**config.mk**
```make
export PLATFORM = sky130hd
export DESIGN_NAME = slan_front
export DESIGN_NICKNAME = d
export VERILOG_FILES = /design/src/slan_pkg.sv /design/src/slan_front.sv
export SDC_FILE = /design/constraint.sdc
export NUM_CORES = 1
export LEC_CHECK = 0
export CORE_MARGIN = 2
export CORE_UTILIZATION = 66
export CTS_CLUSTER_SIZE = 14
export DETAILED_ROUTE_END_ITERATION = 8
export DONT_BUFFER_PORTS = 1
export PLACE_DENSITY = 0.82
export SLEW_MARGIN = 25
export SYNTH_ARGS = -nofsm -noshare
export SYNTH_HDL_FRONTEND = slang
export SYNTH_SLANG_ARGS = --single-unit
```
**constraint.sdc**
```tcl
create_clock -name clk_i -period 13.1 [get_ports clk_i]
set_input_delay 1.31 -clock clk_i [delete_from_list [all_inputs] [get_ports clk_i]]
set_output_delay 1.31 -clock clk_i [all_outputs]
set_load 0.005 [all_outputs]
```
**src/slan_pkg.sv**
```systemverilog
// Shared types, constants and helpers of the slice axis normalizer
package slan_pkg;

  localparam int INDEX_WIDTH = 32;
  localparam int IDX_PAD     = 32 - INDEX_WIDTH;
  localparam int EXT_W       = 31;
  localparam int VAL_W       = 33;
  localparam int OFF_W       = 63;
  localparam int PROD_W      = 64;
  localparam int DIV_STEPS   = 32;
  localparam int DIV_CNT_W   = $clog2(DIV_STEPS);
  localparam int QUEUE_DEPTH = 2;
  localparam int QPTR_W      = (QUEUE_DEPTH > 1) ? $clog2(QUEUE_DEPTH) : 1;
  localparam int QCNT_W      = $clog2(QUEUE_DEPTH + 1);

  localparam logic [2:0] KIND_FULL  = 3'd0;
  localparam logic [2:0] KIND_INDEX = 3'd1;
  localparam logic [2:0] KIND_RANGE = 3'd2;
  localparam logic [2:0] KIND_STEP  = 3'd3;

  typedef enum logic [1:0] {
    ERR_NONE = 2'd0,
    ERR_OOB  = 2'd1,
    ERR_KIND = 2'd2,
    ERR_STEP = 2'd3
  } slan_err_e;

  typedef enum logic [2:0] {
    ST_IDLE,
    ST_PREP,
    ST_DIV,
    ST_ACC,
    ST_OUT
  } slan_state_e;

  // One classified axis, clamped bounds ready for the length divide
  typedef struct packed {
    logic signed [VAL_W-1:0] st;
    logic signed [VAL_W-1:0] en;
    logic signed [31:0]      sp;
    logic [EXT_W-1:0]        stride;
    slan_err_e               err;
    logic                    last;
  } slan_work_t;

  // Read the low INDEX_WIDTH bits as two's complement
  function automatic logic signed [31:0] sext_idx(input logic [31:0] v);
    sext_idx = $signed(v << IDX_PAD) >>> IDX_PAD;
  endfunction

endpackage

```
**src/slan_front.sv**
```systemverilog
// Front end: accept axis items, resolve and clamp bounds, classify errors
module slan_front (
  input  logic                     clk_i,
  input  logic                     rst_ni,
  input  logic                     in_valid_i,
  output logic                     in_ready_o,
  input  logic [30:0]              axis_extent_i,
  input  logic [30:0]              axis_stride_i,
  input  logic [2:0]               spec_kind_i,
  input  logic signed [31:0]       start_value_i,
  input  logic                     start_given_i,
  input  logic signed [31:0]       end_value_i,
  input  logic                     end_given_i,
  input  logic signed [31:0]       step_value_i,
  input  logic                     step_given_i,
  input  logic                     last_axis_i,
  output logic                     push_valid_o,
  input  logic                     push_ready_i,
  output slan_pkg::slan_work_t     push_data_o
);

  localparam logic signed [slan_pkg::VAL_W-1:0] ZERO_V    = '0;
  localparam logic signed [slan_pkg::VAL_W-1:0] ONE_V     = slan_pkg::VAL_W'(1);
  localparam logic signed [slan_pkg::VAL_W-1:0] NEG_ONE_V = '1;

  // Raw input register
  logic                            raw_valid_q;
  logic [slan_pkg::EXT_W-1:0]      ext_q, stride_q;
  logic [2:0]                      kind_q;
  logic [31:0]                     sv_q, ev_q, pv_q;
  logic                            sg_q, eg_q, pg_q, last_q;

  // Resolved-bound register
  logic                            mid_valid_q;
  logic                            mid_index_q;
  logic signed [slan_pkg::VAL_W-1:0] mid_st_q, mid_en_q, mid_lo_q, mid_hi_q;
  logic signed [31:0]              mid_sp_q;
  logic [slan_pkg::EXT_W-1:0]      mid_stride_q;
  slan_pkg::slan_err_e             mid_err_q;
  logic                            mid_last_q;

  logic                            mid_free;

  // Resolve stage
  logic signed [slan_pkg::VAL_W-1:0] ext_v, ext_m1, sv_w, ev_w, sv_adj, ev_adj;
  logic signed [slan_pkg::VAL_W-1:0] st_a, en_a, lo_a, hi_a;
  logic signed [31:0]              sv_s, ev_s, pv_s, sp_a;
  logic                            neg_a;
  slan_pkg::slan_err_e             err_a;

  // Clamp stage
  logic signed [slan_pkg::VAL_W-1:0] st_b, en_b, st_c, en_c;
  slan_pkg::slan_err_e             err_b;

  assign mid_free     = !mid_valid_q || push_ready_i;
  assign in_ready_o   = !raw_valid_q || mid_free;
  assign push_valid_o = mid_valid_q;

  always_ff @(posedge clk_i or negedge rst_ni) begin
    if (!rst_ni) begin
      raw_valid_q <= 1'b0;
      mid_valid_q <= 1'b0;
    end else begin
      if (in_ready_o) raw_valid_q <= in_valid_i;
      if (mid_free)   mid_valid_q <= raw_valid_q;
    end
  end

  always_ff @(posedge clk_i) begin
    if (in_ready_o && in_valid_i) begin
      ext_q    <= axis_extent_i;
      stride_q <= axis_stride_i;
      kind_q   <= spec_kind_i;
      sv_q     <= start_value_i;
      sg_q     <= start_given_i;
      ev_q     <= end_value_i;
      eg_q     <= end_given_i;
      pv_q     <= step_value_i;
      pg_q     <= step_given_i;
      last_q   <= last_axis_i;
    end
  end

  always_comb begin
    ext_v  = $signed({{(slan_pkg::VAL_W-slan_pkg::EXT_W){1'b0}}, ext_q});
    ext_m1 = ext_v - ONE_V;
    sv_s   = slan_pkg::sext_idx(sv_q);
    ev_s   = slan_pkg::sext_idx(ev_q);
    pv_s   = slan_pkg::sext_idx(pv_q);
    sv_w   = slan_pkg::VAL_W'(sv_s);
    ev_w   = slan_pkg::VAL_W'(ev_s);
    // Negative bounds count from the end of the axis
    sv_adj = sv_s[31] ? sv_w + ext_v : sv_w;
    ev_adj = ev_s[31] ? ev_w + ext_v : ev_w;
    sp_a   = (kind_q == slan_pkg::KIND_STEP && pg_q) ? pv_s : 32'sd1;
    neg_a  = sp_a[31];
    lo_a   = neg_a ? NEG_ONE_V : ZERO_V;
    hi_a   = neg_a ? ext_m1 : ext_v;

    unique case (kind_q)
      slan_pkg::KIND_FULL: begin
        st_a = ZERO_V;
        en_a = ext_v;
      end
      slan_pkg::KIND_INDEX: begin
        st_a = sv_adj;
        en_a = ZERO_V;
      end
      slan_pkg::KIND_RANGE, slan_pkg::KIND_STEP: begin
        st_a = sg_q ? sv_adj : (neg_a ? ext_m1 : ZERO_V);
        en_a = eg_q ? ev_adj : (neg_a ? NEG_ONE_V : ext_v);
      end
      default: begin
        st_a = ZERO_V;
        en_a = ZERO_V;
      end
    endcase

    priority if (kind_q[2]) err_a = slan_pkg::ERR_KIND;
    else if (sp_a == 32'sd0) err_a = slan_pkg::ERR_STEP;
    else                     err_a = slan_pkg::ERR_NONE;
  end

  always_ff @(posedge clk_i) begin
    if (mid_free && raw_valid_q) begin
      mid_index_q  <= (kind_q == slan_pkg::KIND_INDEX);
      mid_st_q     <= st_a;
      mid_en_q     <= en_a;
      mid_lo_q     <= lo_a;
      mid_hi_q     <= hi_a;
      mid_sp_q     <= sp_a;
      mid_stride_q <= stride_q;
      mid_err_q    <= err_a;
      mid_last_q   <= last_q;
    end
  end

  always_comb begin
    priority if (mid_st_q < mid_lo_q) st_c = mid_lo_q;
    else if (mid_st_q > mid_hi_q)     st_c = mid_hi_q;
    else                              st_c = mid_st_q;
    priority if (mid_en_q < mid_lo_q) en_c = mid_lo_q;
    else if (mid_en_q > mid_hi_q)     en_c = mid_hi_q;
    else                              en_c = mid_en_q;

    // A single index selects one element and must lie inside the axis
    if (mid_index_q) begin
      st_b  = mid_st_q;
      en_b  = mid_st_q + ONE_V;
      err_b = (mid_st_q < ZERO_V || mid_st_q >= mid_hi_q) ? slan_pkg::ERR_OOB : mid_err_q;
    end else begin
      st_b  = st_c;
      en_b  = en_c;
      err_b = mid_err_q;
    end

    push_data_o.st     = st_b;
    push_data_o.en     = en_b;
    push_data_o.sp     = mid_sp_q;
    push_data_o.stride = mid_stride_q;
    push_data_o.err    = err_b;
    push_data_o.last   = mid_last_q;
  end

endmodule

```
# [Word-level counts from Yosys, hierarchy flattened]
# Cells that the tools add are included.
[word_totals] ff_bits=365 output_inout_bits=134 wordCells=66
[op_classes] addsub=4 n_lt_le_gt_ge=6 eq_ne=3 n_mux=20 n_reduce_logical=11
[ops] cell="$mux 33" n=13
[ops] cell="$pmux 33 s2" n=2
[ops] cell="$add 32x32->33" n=2
[ops] cell="$gt 33x32->1" n=2
[ops] cell="$lt 33x33->1" n=2
[ops] cell="$add 33x2->33 const B" n=1
[ops] cell="$ge 33x32->1" n=1
[ops] cell="$lt 33x1->1 const B" n=1
[ops] cell="$logic_not 32->1" n=1
[ops] cell="$mux 32" n=1
[ops] cell="$sub 31x1->32 const B" n=1
[ops] cell="$mux 31" n=1
[ops] cell="$eq 3x2->1 const B" n=2
[ops] cell="$mux 2" n=3
[ops] cell="$eq 3x1->1 const B" n=1
[ops] cell="$logic_and 1x1->1" n=3
[ops] cell="$logic_not 3->1" n=1
[ops] cell="$logic_or 1x1->1" n=3
[ops] cell="$logic_not 1->1" n=2
[ops] cell="$reduce_or 2->1" n=1

# [Depth between registers and ports, before layout]
[depth] word_depth=6 depth_mapped=12

# [Worst setup path after synthesis]
# No wires, ideal clock.
[synth_timing] kind="input -> register" startpoint="input push_ready_i" endpoint="register eg_q, enable pin" setup_ps=546 arrival_time_ps=5265 required_time_ps=12554 path_slack_ps=7289 stages=2 n_path_buf=0 cell_sequence="nand3b_1 -> and2_1"
[synth_between] elab_chain_len=3
[synth_rtl] element="from (decl)" line_no="slan_front.sv:18" source="input logic push_ready_i,"
[synth_rtl] element="$logic_or 1x1->1" line_no="slan_front.sv:55" source="assign mid_free = !mid_valid_q || push_ready_i;"
[synth_rtl] element="$logic_or 1x1->1" line_no="slan_front.sv:56" source="assign in_ready_o = !raw_valid_q || mid_free;"
[synth_rtl] element="$logic_and 1x1->1" line_no="slan_front.sv:70" source="if (in_ready_o && in_valid_i) begin"
[synth_rtl] element="to (signal assigned)" line_no="slan_front.sv:77" source="eg_q <= end_given_i;"
[synth_rtl] element="to (decl)" line_no="slan_front.sv:31" source="logic sg_q, eg_q, pg_q, last_q;"
# No other way between the ends.
# A chain may end at the register's enable or synchronous reset.

==> results.md <==
- Status: completed
- Most frequently used cell type in the post-synthesis netlist: sky130_fd_sc_hd__edfxtp_1
- Time the worst path needs with I/O delays and setup: slightly above 6 ns
- Mean instance size in the synthesized netlist: 11.02 um^2
- Unique masters post-synth: 83
- Maximum number of pins on one net before global-route repair: a little under 90
- Number of synthesized flops with an enable pin: 330
- CTS tree: done
- Bufs on Longest Clock Path: 3
- Overflow left after global routing: 0
- Synth Register Bits: 332
- Type of the worst setup path: flop to primary output
- Vias/cell: 6.934
- Main flop type after synthesis: sky130_fd_sc_hd__edfxtp_1
- DRC violations left: 0
- Largest family of logic cells by synthesized area: compound AO/OA/AOI/OAI gates
- FFs w/ async S/R, synth: less than 1%
- Setup Total Neg Slack: 0 ns
- TritonCTS Buffers: 34
- Global-route wire length before repair: 84,790 um
- Max Fanout on Critical Path: 67
- Share of total power in sequential cells: between 40% and 50%
- Synth area leader: sky130_fd_sc_hd__edfxtp_1
- Slew at the pin closest to its max-slew limit: between 1 and 1.5 ns
- Cells after synthesis: between 1,500 and 2,000
- I/O pins: around 300
- Starting utilization of the core area: between 60% and 70%
- Routed len/inst: 24.58 um
- Via count of the first global-routing pass: about 15,000
- Global-route total usage across every layer: approximately 33%
- Final routed wirelength across all metal layers: approximately 56,000 um
- Psw: about 0.00084 W
- Number of inserted filler cells in the final layout: around 2,200
- DP Wirelength: about 43,000 um
- Complex-gate fraction of the synthesized area: 17.29%
- Clock net sink count: ~330
- Worst min path class: flop to flop
- Hold buffer count at cts: 0
- Cell Int Power: a little over 0.002 W
- Endpoint required time on the critical path: approximately 12 ns
- Number of optimization iterations in the first detailed-route pass: 6
- Buffers inserted by post-CTS timing repair: 0
- Latest clock arrival within the worst-skew pair: ~0.52 ns
- Area overhead of the layout relative to synthesis: 6.937%
- Fraction of the yosys area taken by sequential cells: a little under half
- Synthesis Warnings: 0
- Data arrival time of the worst path: between 4 and 5 ns
- Clock Root Buffer: sky130_fd_sc_hd__clkbuf_16
- Relative contribution of combinational cells to total power: around a fifth
- Number of DRC markers in iteration 0: roughly 1,700
- Total number of vias: roughly 16,000
- Leak: between 8 and 9 nW
- RSZ-0062 raised after global routing: no
- Period utilization: 46.45%
- Simple logic cell fraction of the synthesized area: 12.64%
- IR Drop Worst-Case VDD: 0.0001200 V
- Clock-pin slew on the worst setup and hold paths: 0.06 ns
- Xor/xnor share of the synthesized area: around 5%
- Area share of fa/ha/maj cells after synthesis: between 10% and 20%
- Post-placement setup slack: between 7 and 8 ns
- Syn Nets: between 2,000 and 2,500
- Total power density per cell area: 128.9 nW/um^2
- Post-layout worst setup margin: between 7 and 8 ns
- Layout cells sized above 1: 5.882%
- Biggest area contributors in the synthesized netlist: sky130_fd_sc_hd__edfxtp_1, sky130_fd_sc_hd__ha_1, sky130_fd_sc_hd__a21oi_1
- Number of cell rows: 65
- Gp weighted congestion: ~0.95
- Fraction of synthesized area in multiplexers: under 10%
- Die X: ~180 um
- Initial antenna violation count: 7
- Layout Skew: roughly 0.019 ns
- Vertical extent of the die: 182.2 um
- Timing-limited maximum frequency: 164.3 MHz
- Area share of the largest cell type after synthesis: a little under half
- Slew margin rel.: between 20 and 30%
- Kind of capture point of the worst setup path: primary output
- Category of the worst setup path launch point: flop
- Number of endpoints failing setup at the final stage: 0
- Count of port buffers added during placement: 0
- Post-layout nets: roughly 2,200
- Final Hold Vio Count: 0
- Maximum level of the CTS H-tree: 2
- Post-cts repair resize count: 0
- Leading cell types by count after synthesis: sky130_fd_sc_hd__edfxtp_1, sky130_fd_sc_hd__ha_1, sky130_fd_sc_hd__a21oi_1, sky130_fd_sc_hd__nand2_1, sky130_fd_sc_hd__nor2_1
- Clk pwr share: between 30% and 40%
- Switching portion of total power: between 20% and 30%
- Post-synthesis instance area: between 20,000 and 25,000 um^2
- Area of the placeable core: 31,390 um^2
- Die area: ~33,000 um^2
- # Max-Cap Violations: 0
- Number of nets with antenna violations after routing: 0
- Number of slew-limit violations in the final report: 0
routing by layer:
metal / vias up / GRT usage, % / share of wire, %
met4: 4 / 11.48 / 3.5
met3: 133 / 6.985 / 9.4
met1: 7617 / 45.19 / 41
li1: 7281 / - / -
met5: - / 0 / 0.037
met2: 844 / 53.59 / 46
worst max-delay path, stage by stage (launching register included):
cell                        delay (ns)
sky130_fd_sc_hd__edfxtp_1         0.51
sky130_fd_sc_hd__inv_2            0.08
sky130_fd_sc_hd__buf_4            0.60
sky130_fd_sc_hd__ha_1             0.37
sky130_fd_sc_hd__a21o_1           0.18
sky130_fd_sc_hd__a21o_1           0.16
sky130_fd_sc_hd__a21oi_1          0.15
sky130_fd_sc_hd__o21ai_0          0.11
sky130_fd_sc_hd__a2111oi_0        0.68
sky130_fd_sc_hd__o2bb2ai_1        0.23
sky130_fd_sc_hd__nor3_2           0.47
sky130_fd_sc_hd__buf_4            0.42
sky130_fd_sc_hd__a221o_1          0.22
power by group through the flow:
stage	logic [W]	registers [W]	clock network [W]
after global placement	0.000549	0.00137	0
after global routing	0.000642	0.00136	0.000998
after floorplan	0.000447	0.00134	0
after detailed placement	0.000571	0.00137	0
after CTS	0.000576	0.00135	0.000960
final	0.000586	0.00136	0.000948
sequential cells by signal, indices dropped and copies added, names as in the netlist, 32 cells and up:
name and count:
mid_hi_q 32, sv_q 32, pv_q 32, ev_q 32
mid_en_q 33, mid_st_q 33
cell usage in the layout (no fill, tap or decap), types with 16 or more instances in the layout:
cell type and count:
sky130_fd_sc_hd__edfxtp_1 330, sky130_fd_sc_hd__ha_1 196, sky130_fd_sc_hd__nand2_1 125, sky130_fd_sc_hd__a21oi_1 125
sky130_fd_sc_hd__nor2_1 104, sky130_fd_sc_hd__o21ai_0 80, sky130_fd_sc_hd__inv_1 64, sky130_fd_sc_hd__a21o_1 63
sky130_fd_sc_hd__xnor2_1 63, sky130_fd_sc_hd__xor2_1 56, sky130_fd_sc_hd__mux2i_1 50, sky130_fd_sc_hd__nand3_1 39
sky130_fd_sc_hd__and2_1 36, sky130_fd_sc_hd__nor3_1 36, sky130_fd_sc_hd__a221o_1 35, sky130_fd_sc_hd__clkbuf_16 35
sky130_fd_sc_hd__o221ai_1 33, sky130_fd_sc_hd__nand4_1 33, sky130_fd_sc_hd__a211oi_1 24, sky130_fd_sc_hd__nand2b_1 21
sky130_fd_sc_hd__o22ai_1 21, sky130_fd_sc_hd__o211ai_1 19, sky130_fd_sc_hd__nor2b_1 18, sky130_fd_sc_hd__and3_1 17
sky130_fd_sc_hd__buf_4 17, sky130_fd_sc_hd__o21a_1 16
path summary, 6_finish.rpt:
path	startpoint	endpoint	slack (ns)	depth (start not counted)
worst max register to register	ext_q[1]	mid_st_q[26]	9.26	10
min in group asynchronous	rst_ni	push_valid_o	0.48	0
max in group asynchronous	rst_ni	push_valid_o	12.56	0
worst min register to register	stride_q[16]	mid_stride_q[16]	0.42	0
worst max-delay path	mid_lo_q[31]	push_data_o[101]	7.01	12
worst min-delay path	stride_q[16]	mid_stride_q[16]	0.42	0
cells by family (layout without fill, tap and decap cells):
logic type,Yosys count,in the layout
other,0,1
XOR/XNOR,119,119
buffers and inverters,160,146
AO/OA/AOI/OAI,526,526
flip-flops,332,332
adder cells (fa/ha/maj),198,198
multiplexers,56,56
AND/OR/NAND/NOR,510,510
layout make-up:
type | count | area, um^2 | area share (%)
antenna | 1 | 2.502 | 0.01117
clock buffer | 42 | 932.1 | 4.159
clock inverter | 18 | 156.4 | 0.6979
inverter | 67 | 251.5 | 1.122
multi-input combinational | 1409 | 10440 | 46.58
sequential | 332 | 9960 | 44.44
tap | 402 | 503.0 | 2.244
timing repair buffer | 19 | 166.4 | 0.7425
per-stage QoR:
step	util [%]	hold slack, ns	std cells	total power, W	area, um^2
finish	71.39	0.4163	2290	0.002890	22410
global route	71.39	0.4201	2290	0.003003	22410
CTS	71.34	0.4166	2289	0.002888	22390
detailed placement	67.87	0.4065	2229	0.001945	21310
global placement	67.78	0.4005	2228	0.001920	21280
floorplan	-	0.4003	1901	0.001788	20960
No activity file was read; power rests on OpenSTA's default activity.
