$ cat config.mk
export PLATFORM = sky130hd
export DESIGN_NAME = slan_fifo
export DESIGN_NICKNAME = d
export VERILOG_FILES = /design/src/slan_pkg.sv /design/src/slan_fifo.sv
export SDC_FILE = /design/constraint.sdc
export NUM_CORES = 1
export LEC_CHECK = 0
export ABC_AREA = 1
export BUFFER_PORTS_ARGS = -buffer_cell sky130_fd_sc_hd__buf_2
export CAP_MARGIN = 20
export CORE_MARGIN = 5
export CORE_UTILIZATION = 47
export DETAILED_ROUTE_END_ITERATION = 8
export GPL_TIMING_DRIVEN = 1
export MAX_ROUTING_LAYER = met4
export PLACE_DENSITY = 0.76
export RECOVER_POWER = 100
export SLEW_MARGIN = 0
export SYNTH_ARGS = -nofsm -noshare
export SYNTH_HDL_FRONTEND = slang
export SYNTH_SLANG_ARGS = --single-unit
$ cat constraint.sdc
create_clock -name clk_i -period 6.6 [get_ports clk_i]
set_clock_uncertainty 0.1 [all_clocks]
set_input_delay 1.98 -clock clk_i [delete_from_list [all_inputs] [get_ports clk_i]]
set_output_delay 1.98 -clock clk_i [all_outputs]
set_load 0.1 [all_outputs]
$ cat src/slan_pkg.sv
// Shared types, constants and helpers of the slice axis normalizer
package slan_pkg;

  localparam int INDEX_WIDTH = 32;
  localparam int IDX_PAD     = 32 - INDEX_WIDTH;
  localparam int EXT_W       = 31;
  localparam int VAL_W       = 33;
  localparam int OFF_W       = 63;
  localparam int PROD_W      = 64;
  localparam int DIV_STEPS   = 32;
  localparam int DIV_CNT_W   = $clog2(DIV_STEPS);
  localparam int QUEUE_DEPTH = 2;
  localparam int QPTR_W      = (QUEUE_DEPTH > 1) ? $clog2(QUEUE_DEPTH) : 1;
  localparam int QCNT_W      = $clog2(QUEUE_DEPTH + 1);

  localparam logic [2:0] KIND_FULL  = 3'd0;
  localparam logic [2:0] KIND_INDEX = 3'd1;
  localparam logic [2:0] KIND_RANGE = 3'd2;
  localparam logic [2:0] KIND_STEP  = 3'd3;

  typedef enum logic [1:0] {
    ERR_NONE = 2'd0,
    ERR_OOB  = 2'd1,
    ERR_KIND = 2'd2,
    ERR_STEP = 2'd3
  } slan_err_e;

  typedef enum logic [2:0] {
    ST_IDLE,
    ST_PREP,
    ST_DIV,
    ST_ACC,
    ST_OUT
  } slan_state_e;

  // One classified axis, clamped bounds ready for the length divide
  typedef struct packed {
    logic signed [VAL_W-1:0] st;
    logic signed [VAL_W-1:0] en;
    logic signed [31:0]      sp;
    logic [EXT_W-1:0]        stride;
    slan_err_e               err;
    logic                    last;
  } slan_work_t;

  // Read the low INDEX_WIDTH bits as two's complement
  function automatic logic signed [31:0] sext_idx(input logic [31:0] v);
    sext_idx = $signed(v << IDX_PAD) >>> IDX_PAD;
  endfunction

endpackage

$ cat src/slan_fifo.sv
// Short queue between the front end and the back end
module slan_fifo (
  input  logic                 clk_i,
  input  logic                 rst_ni,
  input  logic                 push_valid_i,
  output logic                 push_ready_o,
  input  slan_pkg::slan_work_t push_data_i,
  output logic                 pop_valid_o,
  input  logic                 pop_ready_i,
  output slan_pkg::slan_work_t pop_data_o
);

  slan_pkg::slan_work_t            mem_q [slan_pkg::QUEUE_DEPTH];
  logic [slan_pkg::QPTR_W-1:0]     wr_ptr_q, rd_ptr_q;
  logic [slan_pkg::QCNT_W-1:0]     count_q;
  logic                            push, pop;

  assign push_ready_o = (count_q != slan_pkg::QCNT_W'(slan_pkg::QUEUE_DEPTH));
  assign pop_valid_o  = (count_q != '0);
  assign push         = push_valid_i && push_ready_o;
  assign pop          = pop_valid_o && pop_ready_i;
  assign pop_data_o   = mem_q[rd_ptr_q];

  function automatic logic [slan_pkg::QPTR_W-1:0] ptr_inc(input logic [slan_pkg::QPTR_W-1:0] p);
    ptr_inc = (p == slan_pkg::QPTR_W'(slan_pkg::QUEUE_DEPTH - 1)) ? '0 : p + 1'b1;
  endfunction

  always_ff @(posedge clk_i or negedge rst_ni) begin
    if (!rst_ni) begin
      wr_ptr_q <= '0;
      rd_ptr_q <= '0;
      count_q  <= '0;
    end else begin
      if (push) wr_ptr_q <= ptr_inc(wr_ptr_q);
      if (pop)  rd_ptr_q <= ptr_inc(rd_ptr_q);
      if (push && !pop)      count_q <= count_q + 1'b1;
      else if (pop && !push) count_q <= count_q - 1'b1;
    end
  end

  always_ff @(posedge clk_i) begin
    if (push) mem_q[wr_ptr_q] <= push_data_i;
  end

endmodule

# Word-level counts from Yosys, hierarchy flattened
# Memories as Yosys holds them, arrays and structs flattened.
# Cells that the tools add are included.
[classes] add_sub_neg=4 n_reduce_logical=8 n_mux=6 n_eq_ne=1
[ops] cell="logical AND 1 bit" count=4
[ops] cell="two-way mux 1 bit" count=4
[ops] cell="two-way mux 2 bit" count=2
[ops] cell="nonzero test 2 bit" count=2
[ops] cell="adder 1 bit (second input constant)" count=2
[ops] cell="adder 2 x 1 -> 2 bit (second input constant)" count=1
[ops] cell="logical NOT 1 bit" count=2
[ops] cell="inequality test 2 bit (second input constant)" count=1
[ops] cell="subtractor 2 x 1 -> 2 bit (second input constant)" count=1
[word_totals] out_inout_bits=134 n_memories=1 ram_bits=264 in_bits=136 elab_cells=23 ff_bits=4
[mem_list] memory="mem_q" words=2 word_bits=132 read_ports=1 rd_clocked_by_memory_dff=0 write_ports=1 line_no="slan_fifo.sv:13" source="slan_pkg::slan_work_t mem_q [slan_pkg::QUEUE_DEPTH];"

# Longest topological paths before layout
# Gate-level depths: netlist of the first run.
[logic_depth] ltp_word=6 depth_mapped=10 mapped_depth_nobuf=10

# Worst setup path after synthesis of the first run
# OpenSTA, ideal clock, no wires.
[synth_path] path_kind="in2reg" startpoint="input port push_valid_i" endpoint="memory mem_q[0][0] (netlist name), enable pin" path_buffers=0 setup_slack_ns=-1.766 stages=2 arrival_time_ns=7.641 setup_ns=0.626 t_required_ns=5.874 path_cell_list="nand2_1 nor2_1"
[synth_between] elab_chain_len=3
[synth_lines] element="start: declaration" line_no="slan_fifo.sv:5" source="input logic push_valid_i,"
[synth_lines] element="logical AND 1 bit" line_no="slan_fifo.sv:20" source="assign push = push_valid_i && push_ready_o;"
[synth_lines] element="two-way mux 1 bit" line_no="slan_fifo.sv:42" source="if (push) mem_q[wr_ptr_q] <= push_data_i;"
[synth_lines] element="two-way mux 1 bit (not written as such)" line_no="slan_fifo.sv:42"
[synth_lines] element="end: declaration" line_no="slan_fifo.sv:13"
# No other way between the ends.

==> results of run 1 <==
## cell type report
type	instances	area [sq um]	area share
diodes	3	7.51	0.000627
clock buffers	31	691	0.0577
clock inverters	17	83.8	0.00700
inverters	7	28.8	0.00240
multi-input cells	414	1590	0.133
flip-flops and latches	268	8030	0.670
well taps	275	344	0.0287
repair buffers	276	1200	0.100
## placed cells by master (no fill, tap or decap)
cell	count
buf_1	2
buf_2	127
buf_4	1
clkbuf_1	149
clkbuf_16	27
clkbuf_2	1
clkinv_1	10
clkinv_2	4
clkinvlp_4	2
dfrtp_1	3
dfrtp_4	1
diode_2	3
edfxtp_1	264
ha_1	1
inv_1	6
inv_4	1
inv_8	1
nand2_1	406
nand3_1	2
nand4_1	1
nor2_4	2
xnor2_1	1
xor2_1	1
## layer usage
metal,global-route usage,vias to the layer above,share of wire
met2,0.293,199,0.52
met4,0.0610,0,0.029
met3,0.0330,49,0.064
met5,-,-,0
met1,0.205,2897,0.38
li1,-,2976,-
## path summary, 6_finish.rpt
kind / end / from / slack [ns]
hold reg to reg: count_q[1] / count_q[1] / 0.41
setup reg to reg: mem_q[0][95] / count_q[0] / 2.36
hold / removal: count_q[1] / count_q[1] / 0.41
max in group asynchronous: rd_ptr_q / rst_ni / 4.99
setup / recovery: pop_data_o[83] / rd_ptr_q / 1.03
min in group asynchronous: rd_ptr_q / rst_ni / 1.19
## kinds of logic after synthesis
family        count (synthesis)  share of synthesized area
xor+xnor                      2                    0.00178
fa+ha+maj                     1                    0.00127
buf+inv                      36                     0.0239
flops                       268                      0.816
simple gates                411                      0.157
## flip-flops by register name, summed over array words and instances (netlist names)
name      flops
mem_q       264
wr_ptr_q      1
rd_ptr_q      1
count_q       2
## critical path, cell delays in order (launching register included)
cell and delay (ns):
dfrtp_4 0.66, inv_4 0.56, clkbuf_1 1.02, nand2_1 0.13, nand2_1 0.14, buf_2 0.43
## through the flow
stage	instances	setup slack, ns
2_1_floorplan	718	-1.77
3_3_place_gp	1240	2.05
3_5_place_dp	1240	2.05
4_1_cts	1288	1.50
5_1_grt	1291	0.750
6_report	1291	1.03
==> flow_metrics.env, run 1 <==
export IMPL_place_hpwl_um=13600
export IMPL_drtIter0Drc=383
export IMPL_syn_cell_area_sq_um=9840
export IMPL_io_pins=270
export IMPL_end_kind="output pin"
export IMPL_postCtsSetupRepairBufs=0
export IMPL_tightest_slew_ns=3.82
export IMPL_postCtsResizedCells=0
export IMPL_avgSynthCellArea_sq_um=13.7
export IMPL_slew_viol_final=268
export IMPL_cts_root_buf="clkbuf_16"
export IMPL_path_class="register to output pin"
export IMPL_drive_above_1_share=0.165
export IMPL_setup_tns_ns=0
export IMPL_num_vias=6121
export IMPL_post_route_cell_area_sq_um=12000
export IMPL_synth_main_ff_cell="edfxtp_1"
export IMPL_synth_top_area_share=0.806
export IMPL_place_congestion=0.805
export IMPL_crit_fanout=64
export IMPL_yosys_top_cells_count="406 x nand2_1, 264 x edfxtp_1, 18 x buf_2, 9 x buf_6, 6 x inv_1"
export IMPL_syn_inst=718
export IMPL_rows=53
export IMPL_grt_pass1_wl_um=31600
export IMPL_syn_to_final_growth_pct=21.7
export IMPL_via_per_inst=4.74
export IMPL_rsz0062_at_grt="false"
export IMPL_wirelength_um=21000
export IMPL_overflow=0
export IMPL_yosys_top_cells_area="edfxtp_1 81%, nand2_1 15%, buf_6 1.0%, dfrtp_1 1.0%, buf_2 0.92%"
export IMPL_cts_buffers=27
export IMPL_final_min_period_over_clock_period=0.844
export IMPL_drc=0
export IMPL_dieArea_sq_um=23900
export IMPL_worstPathArrival_ns=3.49
export IMPL_synth_cell_types=14
export IMPL_core_sq_um=20800
export IMPL_path_clk_slew_ns=0.06
export IMPL_fin_worst_hold_slack_ns=0.406
export IMPL_max_freq_mhz=180
export IMPL_worstHoldPathCells=2
export IMPL_ctsHoldBuffers=0
export IMPL_die_y_um=155
export IMPL_final_setup_viol_count=0
export IMPL_grt_use_total=0.171
export IMPL_cts_sinks=268
export IMPL_antenna_left=0
export IMPL_synth_async_reset_ratio=0.0149
export IMPL_antenna_found_initial=3
export IMPL_dr_pass1_iters=4
export IMPL_nFillCells=1776
export IMPL_grt_start_max_net_pins=98
export IMPL_portBuffers=269
export IMPL_cp_required_ns=4.52
export IMPL_status="finished, violations left"
export IMPL_first_global_vias=6158
export IMPL_detail_route_wl_per_cell_um=16.3
export IMPL_reg2reg_depth=5
export IMPL_htree_num_levels=1
export IMPL_ys_seq_area_frac=0.816
export IMPL_initial_utilization=0.473
export IMPL_hold_violations=0
export IMPL_hold_class="register to register"
export IMPL_die_width_um=155
export IMPL_startpoint_type="register"
export IMPL_ys_ff_latch=268
export IMPL_layout_min_cycle_time_ns=5.57
export IMPL_clk_latency_ns=0.51
export IMPL_synth_area_leader_cell="edfxtp_1"
export IMPL_drv_cap=4
export IMPL_cts_buffer_depth=3
export IMPL_failed_checks="capacitance limit, slew limit"
export IMPL_nets=1131
export IMPL_ys_warnings_count=0
export IMPL_synthMostInstantiatedCell="nand2_1"
export IMPL_final_util=0.575
export IMPL_synth_edf_count=264
export IMPL_placed_area_sq_um=11400
export IMPL_slew_headroom=-1.55
export IMPL_cts_tree="built"
export IMPL_synth_nets=855
Power of run 1 is left out: the tool's default activity adds up to more than one toggle a clock period on the data nets, which glitch-free logic cannot reach.
==> run 2, diff against run 1 <==
- clock period: 6.6 -> 5.09 ns (I/O delays scaled with it)
==> flow_metrics.env, run 2 (synthesis results as in run 1) <==
export IMPL_reg2reg_slack_ns=2.38
export IMPL_cts_sinks=268
export IMPL_nFillCells=1720
export IMPL_postCtsResizedCells=0
export IMPL_io_pins=270
export IMPL_drc=0
export IMPL_postCtsSetupRepairBufs=0
export IMPL_grt_use_total=0.173
export IMPL_hp_start="count_q[1]"
export IMPL_portBuffers=269
export IMPL_dr_pass1_iters=4
export IMPL_cts_root_buf="clkbuf_16"
export IMPL_top_register="mem_q"
export IMPL_rsz0062_at_grt="false"
export IMPL_worstPathArrival_ns=2.92
export IMPL_ctsHoldBuffers=0
export IMPL_rows=53
export IMPL_path_clk_slew_ns=0.06
export IMPL_path_class="register to output pin"
export IMPL_max_freq_mhz=220
export IMPL_hold_class="register to register"
export IMPL_crit_fanout=64
export IMPL_placed_area_sq_um=11400
export IMPL_drv_cap=4
export IMPL_startpoint_type="register"
export IMPL_cp_required_ns=3.46
export IMPL_place_hpwl_um=13300
export IMPL_failed_checks="capacitance limit, slew limit"
export IMPL_timing_final_ws_setup_ns=0.544
export IMPL_fin_worst_hold_slack_ns=0.394
export IMPL_overflow=0
export IMPL_num_vias=6188
export IMPL_final_cell_mix="406 x nand2_1, 264 x edfxtp_1, 204 x clkbuf_1"
export IMPL_final_common_cell="nand2_1"
export IMPL_die_width_um=155
export IMPL_dp_worst_setup_slack_ns=1.50
export IMPL_drive_above_1_share=0.123
export IMPL_syn_to_final_growth_pct=23.6
export IMPL_final_min_period_over_clock_period=0.893
export IMPL_core_sq_um=20800
export IMPL_die_y_um=155
export IMPL_first_global_vias=6121
export IMPL_reg_top3="mem_q (264), count_q (2)"
export IMPL_via_per_inst=4.78
export IMPL_end_kind="output pin"
export IMPL_min_to="count_q[1]"
export IMPL_antenna_found_initial=2
export IMPL_drtIter0Drc=443
export IMPL_tightest_slew_ns=1.79
export IMPL_grt_pass1_wl_um=32100
export IMPL_detail_route_wl_per_cell_um=16.2
export IMPL_cts_tree="built"
export IMPL_place_congestion=0.798
export IMPL_final_setup_viol_count=0
export IMPL_status="finished, violations left"
export IMPL_wirelength_um=21000
export IMPL_reg2reg_depth=5
export IMPL_r2r_start="count_q[0]"
export IMPL_grt_start_max_net_pins=134
export IMPL_clk_latency_ns=0.52
export IMPL_post_route_cell_area_sq_um=12200
export IMPL_slew_headroom=-0.192
export IMPL_htree_num_levels=1
export IMPL_largest_register_ffs=264
export IMPL_layout_min_cycle_time_ns=4.55
export IMPL_r2r_end="mem_q[1][123]"
export IMPL_antenna_left=0
export IMPL_dieArea_sq_um=23900
export IMPL_cts_buffers=28
export IMPL_worstHoldPathCells=2
export IMPL_nets=1133
export IMPL_final_util=0.584
export IMPL_cts_buffer_depth=3
export IMPL_initial_utilization=0.473
export IMPL_slew_viol_final=268
export IMPL_hold_violations=0
## run 2: cell count changes in the layout (fill, tap and decap cells not counted), moves of 2 or more
cell	before	now
buf_1	2	0
buf_12	0	3
buf_2	127	69
bufinv_16	0	5
clkbuf_1	149	204
clkbuf_16	27	29
clkbuf_2	1	4
clkbuf_8	0	2
clkinv_1	10	3
## run 2: worst max path at each step
stage | startpoint | to | slack (ns) | depth (start not counted)
final | rd_ptr_q | pop_data_o[83] | 0.54 | 5
after global placement | rd_ptr_q | pop_data_o[116] | 1.50 | 5
after floorplan | push_valid_i | mem_q[0][0] | -0.59 | 2
after detailed placement | rd_ptr_q | pop_data_o[116] | 1.50 | 5
after global routing | rd_ptr_q | pop_data_o[92] | 0.42 | 5
after CTS | rd_ptr_q | pop_data_o[116] | 0.94 | 5
## run 2: metal layers
layer / vias to the layer above / GRT usage / part of all wire
li1: 2991 / - / -
met1: 2921 / 0.210 / 0.38
met2: 235 / 0.294 / 0.52
met3: 41 / 0.0364 / 0.082
met4: 0 / 0.0513 / 0.026
met5: - / - / 0
## run 2: metrics by stage
| stage | instances | setup TNS, ns |
|---|---|---|
| final | 1294 | 0 |
| after global routing | 1294 | 0 |
| after CTS | 1292 | 0 |
| after detailed placement | 1241 | 0 |
| after global placement | 1241 | 0 |
| after floorplan | 718 | -156.63 |
## run 2: cell type report
class / instances / area, sq um / share of cell area
inverter: 7 / 28.8 / 0.00237
tap: 275 / 344 / 0.0283
multi-input combinational: 414 / 1590 / 0.131
sequential: 268 / 8030 / 0.660
clock buffer: 35 / 768 / 0.0631
timing repair buffer: 277 / 1180 / 0.0973
antenna: 2 / 5.00 / 0.000411
clock inverter: 16 / 213 / 0.0175
## run 2: worst max-delay path, cell delays in order, from the launching register on
cell,delay [ns]
dfrtp_4,0.50
inv_4,0.51
buf_12,0.28
nand2_1,0.09
nand2_1,0.08
clkbuf_1,0.87
Power of run 2 is left out for the same reason.
==> run 3, diff against run 2 <==
- CORE_UTILIZATION: 47 -> 50
- PLACE_DENSITY: 0.76 -> 0.77
- clock period: 5.09 -> 5.31 ns (I/O delays scaled with it)
==> flow_metrics.env, run 3 (synthesis results as in run 1) <==
export IMPL_status="finished, violations left"
export IMPL_failed_checks="capacitance limit, slew limit"
export IMPL_die_y_um=150
export IMPL_initial_utilization=0.507
export IMPL_slew_viol_final=161
export IMPL_nFillCells=1526
export IMPL_grt_start_max_net_pins=77
export IMPL_cts_sinks=268
export IMPL_final_setup_viol_count=0
export IMPL_io_pins=270
export IMPL_clk_latency_ns=0.50
export IMPL_first_global_vias=6056
export IMPL_reg_top3="mem_q (264), count_q (2)"
export IMPL_nets=1131
export IMPL_via_per_inst=4.78
export IMPL_detail_route_wl_per_cell_um=16.1
export IMPL_setup_tns_ns=0
export IMPL_dieArea_sq_um=22600
export IMPL_max_stage_delay_ns=0.86
export IMPL_drive_above_1_share=0.237
export IMPL_antenna_found_initial=4
export IMPL_rsz0062_at_grt="false"
export IMPL_htree_num_levels=1
export IMPL_max_freq_mhz=210
export IMPL_cts_tree="built"
export IMPL_finalNonFillerCells=1284
export IMPL_grt_use_total=0.181
export IMPL_hold_class="register to register"
export IMPL_slew_headroom=-1.15
export IMPL_place_congestion=0.786
export IMPL_die_width_um=150
export IMPL_antenna_left=0
export IMPL_cp_top_family="buffers and inverters"
export IMPL_startpoint_type="register"
export IMPL_layout_min_cycle_time_ns=4.76
export IMPL_drc=0
export IMPL_cts_buffer_depth=3
export IMPL_largest_register_ffs=264
export IMPL_end_kind="output pin"
export IMPL_drv_cap=4
export IMPL_final_min_period_over_clock_period=0.897
export IMPL_rows=51
export IMPL_wirelength_um=20700
export IMPL_drtIter0Drc=326
export IMPL_core_sq_um=19400
export IMPL_num_vias=6134
export IMPL_grt_pass1_wl_um=31100
export IMPL_worstPathCellList="inv_4 > buf_12 > nand2_1 > nand2_1 > clkbuf_1"
export IMPL_final_cell_mix="406 x nand2_1, 264 x edfxtp_1, 143 x buf_2"
export IMPL_syn_to_final_growth_pct=24.0
export IMPL_dp_cells=1231
export IMPL_worstPathArrival_ns=3.07
export IMPL_cp_required_ns=3.62
export IMPL_cts_root_buf="clkbuf_16"
export IMPL_path_class="register to output pin"
export IMPL_hold_violations=0
export IMPL_postCtsSetupRepairBufs=0
export IMPL_crit_top_cell="nand2_1"
export IMPL_portBuffers=269
export IMPL_tightest_slew_ns=3.22
export IMPL_overflow=0
export IMPL_worst_path_max_delay_cell="clkbuf_1"
export IMPL_cts_buffers=26
export IMPL_ctsHoldBuffers=0
export IMPL_final_common_cell="nand2_1"
export IMPL_place_hpwl_um=13600
export IMPL_top_register="mem_q"
export IMPL_dr_pass1_iters=4
export IMPL_postCtsResizedCells=0
export IMPL_path_clk_slew_ns=0.06
export IMPL_crit_fanout=76
export IMPL_crit_buf_inv=3
==> run 3: cell types whose count changed in the layout (fill, tap and decap cells not counted) <==
cell and delta:
clkbuf_8 +5, clkbuf_1 -117, bufinv_16 -3, clkinv_1 -3, buf_4 -1, clkinv_2 -3
clkbuf_2 +48, nor2_4 -2, buf_2 +74, clkbuf_16 -2, diode_2 +3, nor2_1 +2
inv_8 -1
==> run 3: tightest hold or removal path, delay by kind of cell (launching register included) <==
family / cells / cell delay [ns]
DFF: 1 / 0.36
and+or+nand+nor: 2 / 0.11
==> run 3: final timing paths <==
check                           start             end  slack [ns]  cells past startpoint
max                          rd_ptr_q  pop_data_o[23]        0.55                      5
min                        count_q[1]      count_q[1]        0.40                      2
max reg2reg                count_q[0]   mem_q[0][121]        1.55                      5
min reg2reg                count_q[1]      count_q[1]        0.40                      2
max in group asynchronous      rst_ni        rd_ptr_q        4.07                      1
min in group asynchronous      rst_ni      count_q[0]        0.81                      1
==> run 3: per-stage QoR <==
step                      hold WS [ns]  setup slack, ns   util  instance area, sq um
final                            0.403            0.546  0.629                 12200
after global placement           0.383             1.39  0.589                 11400
after detailed placement         0.388             1.37  0.589                 11400
after floorplan                  0.362           -0.439      -                  9850
after global routing             0.427            0.362  0.629                 12200
after CTS                        0.403            0.816  0.635                 12300
==> run 3: area by class of cell <==
class	instances	area, sq um	share of cell area
sequential	268	8030	0.658
multi-input combinational	414	1580	0.129
timing repair buffer	277	1330	0.109
clock buffer	42	802	0.0657
tap	265	332	0.0272
clock inverter	6	85.1	0.00697
inverter	7	28.8	0.00236
antenna	5	12.5	0.00103
==> run 3: metal layers <==
layer / track usage / wire (um) / vias up
met3: 0.0382 / 1570 / 45
li1: - / - / 2981
met1: 0.213 / 7840 / 2884
met4: 0.0659 / 589 / 0
met5: - / 0 / -
met2: 0.310 / 10700 / 224
Power of run 3 is left out for the same reason.
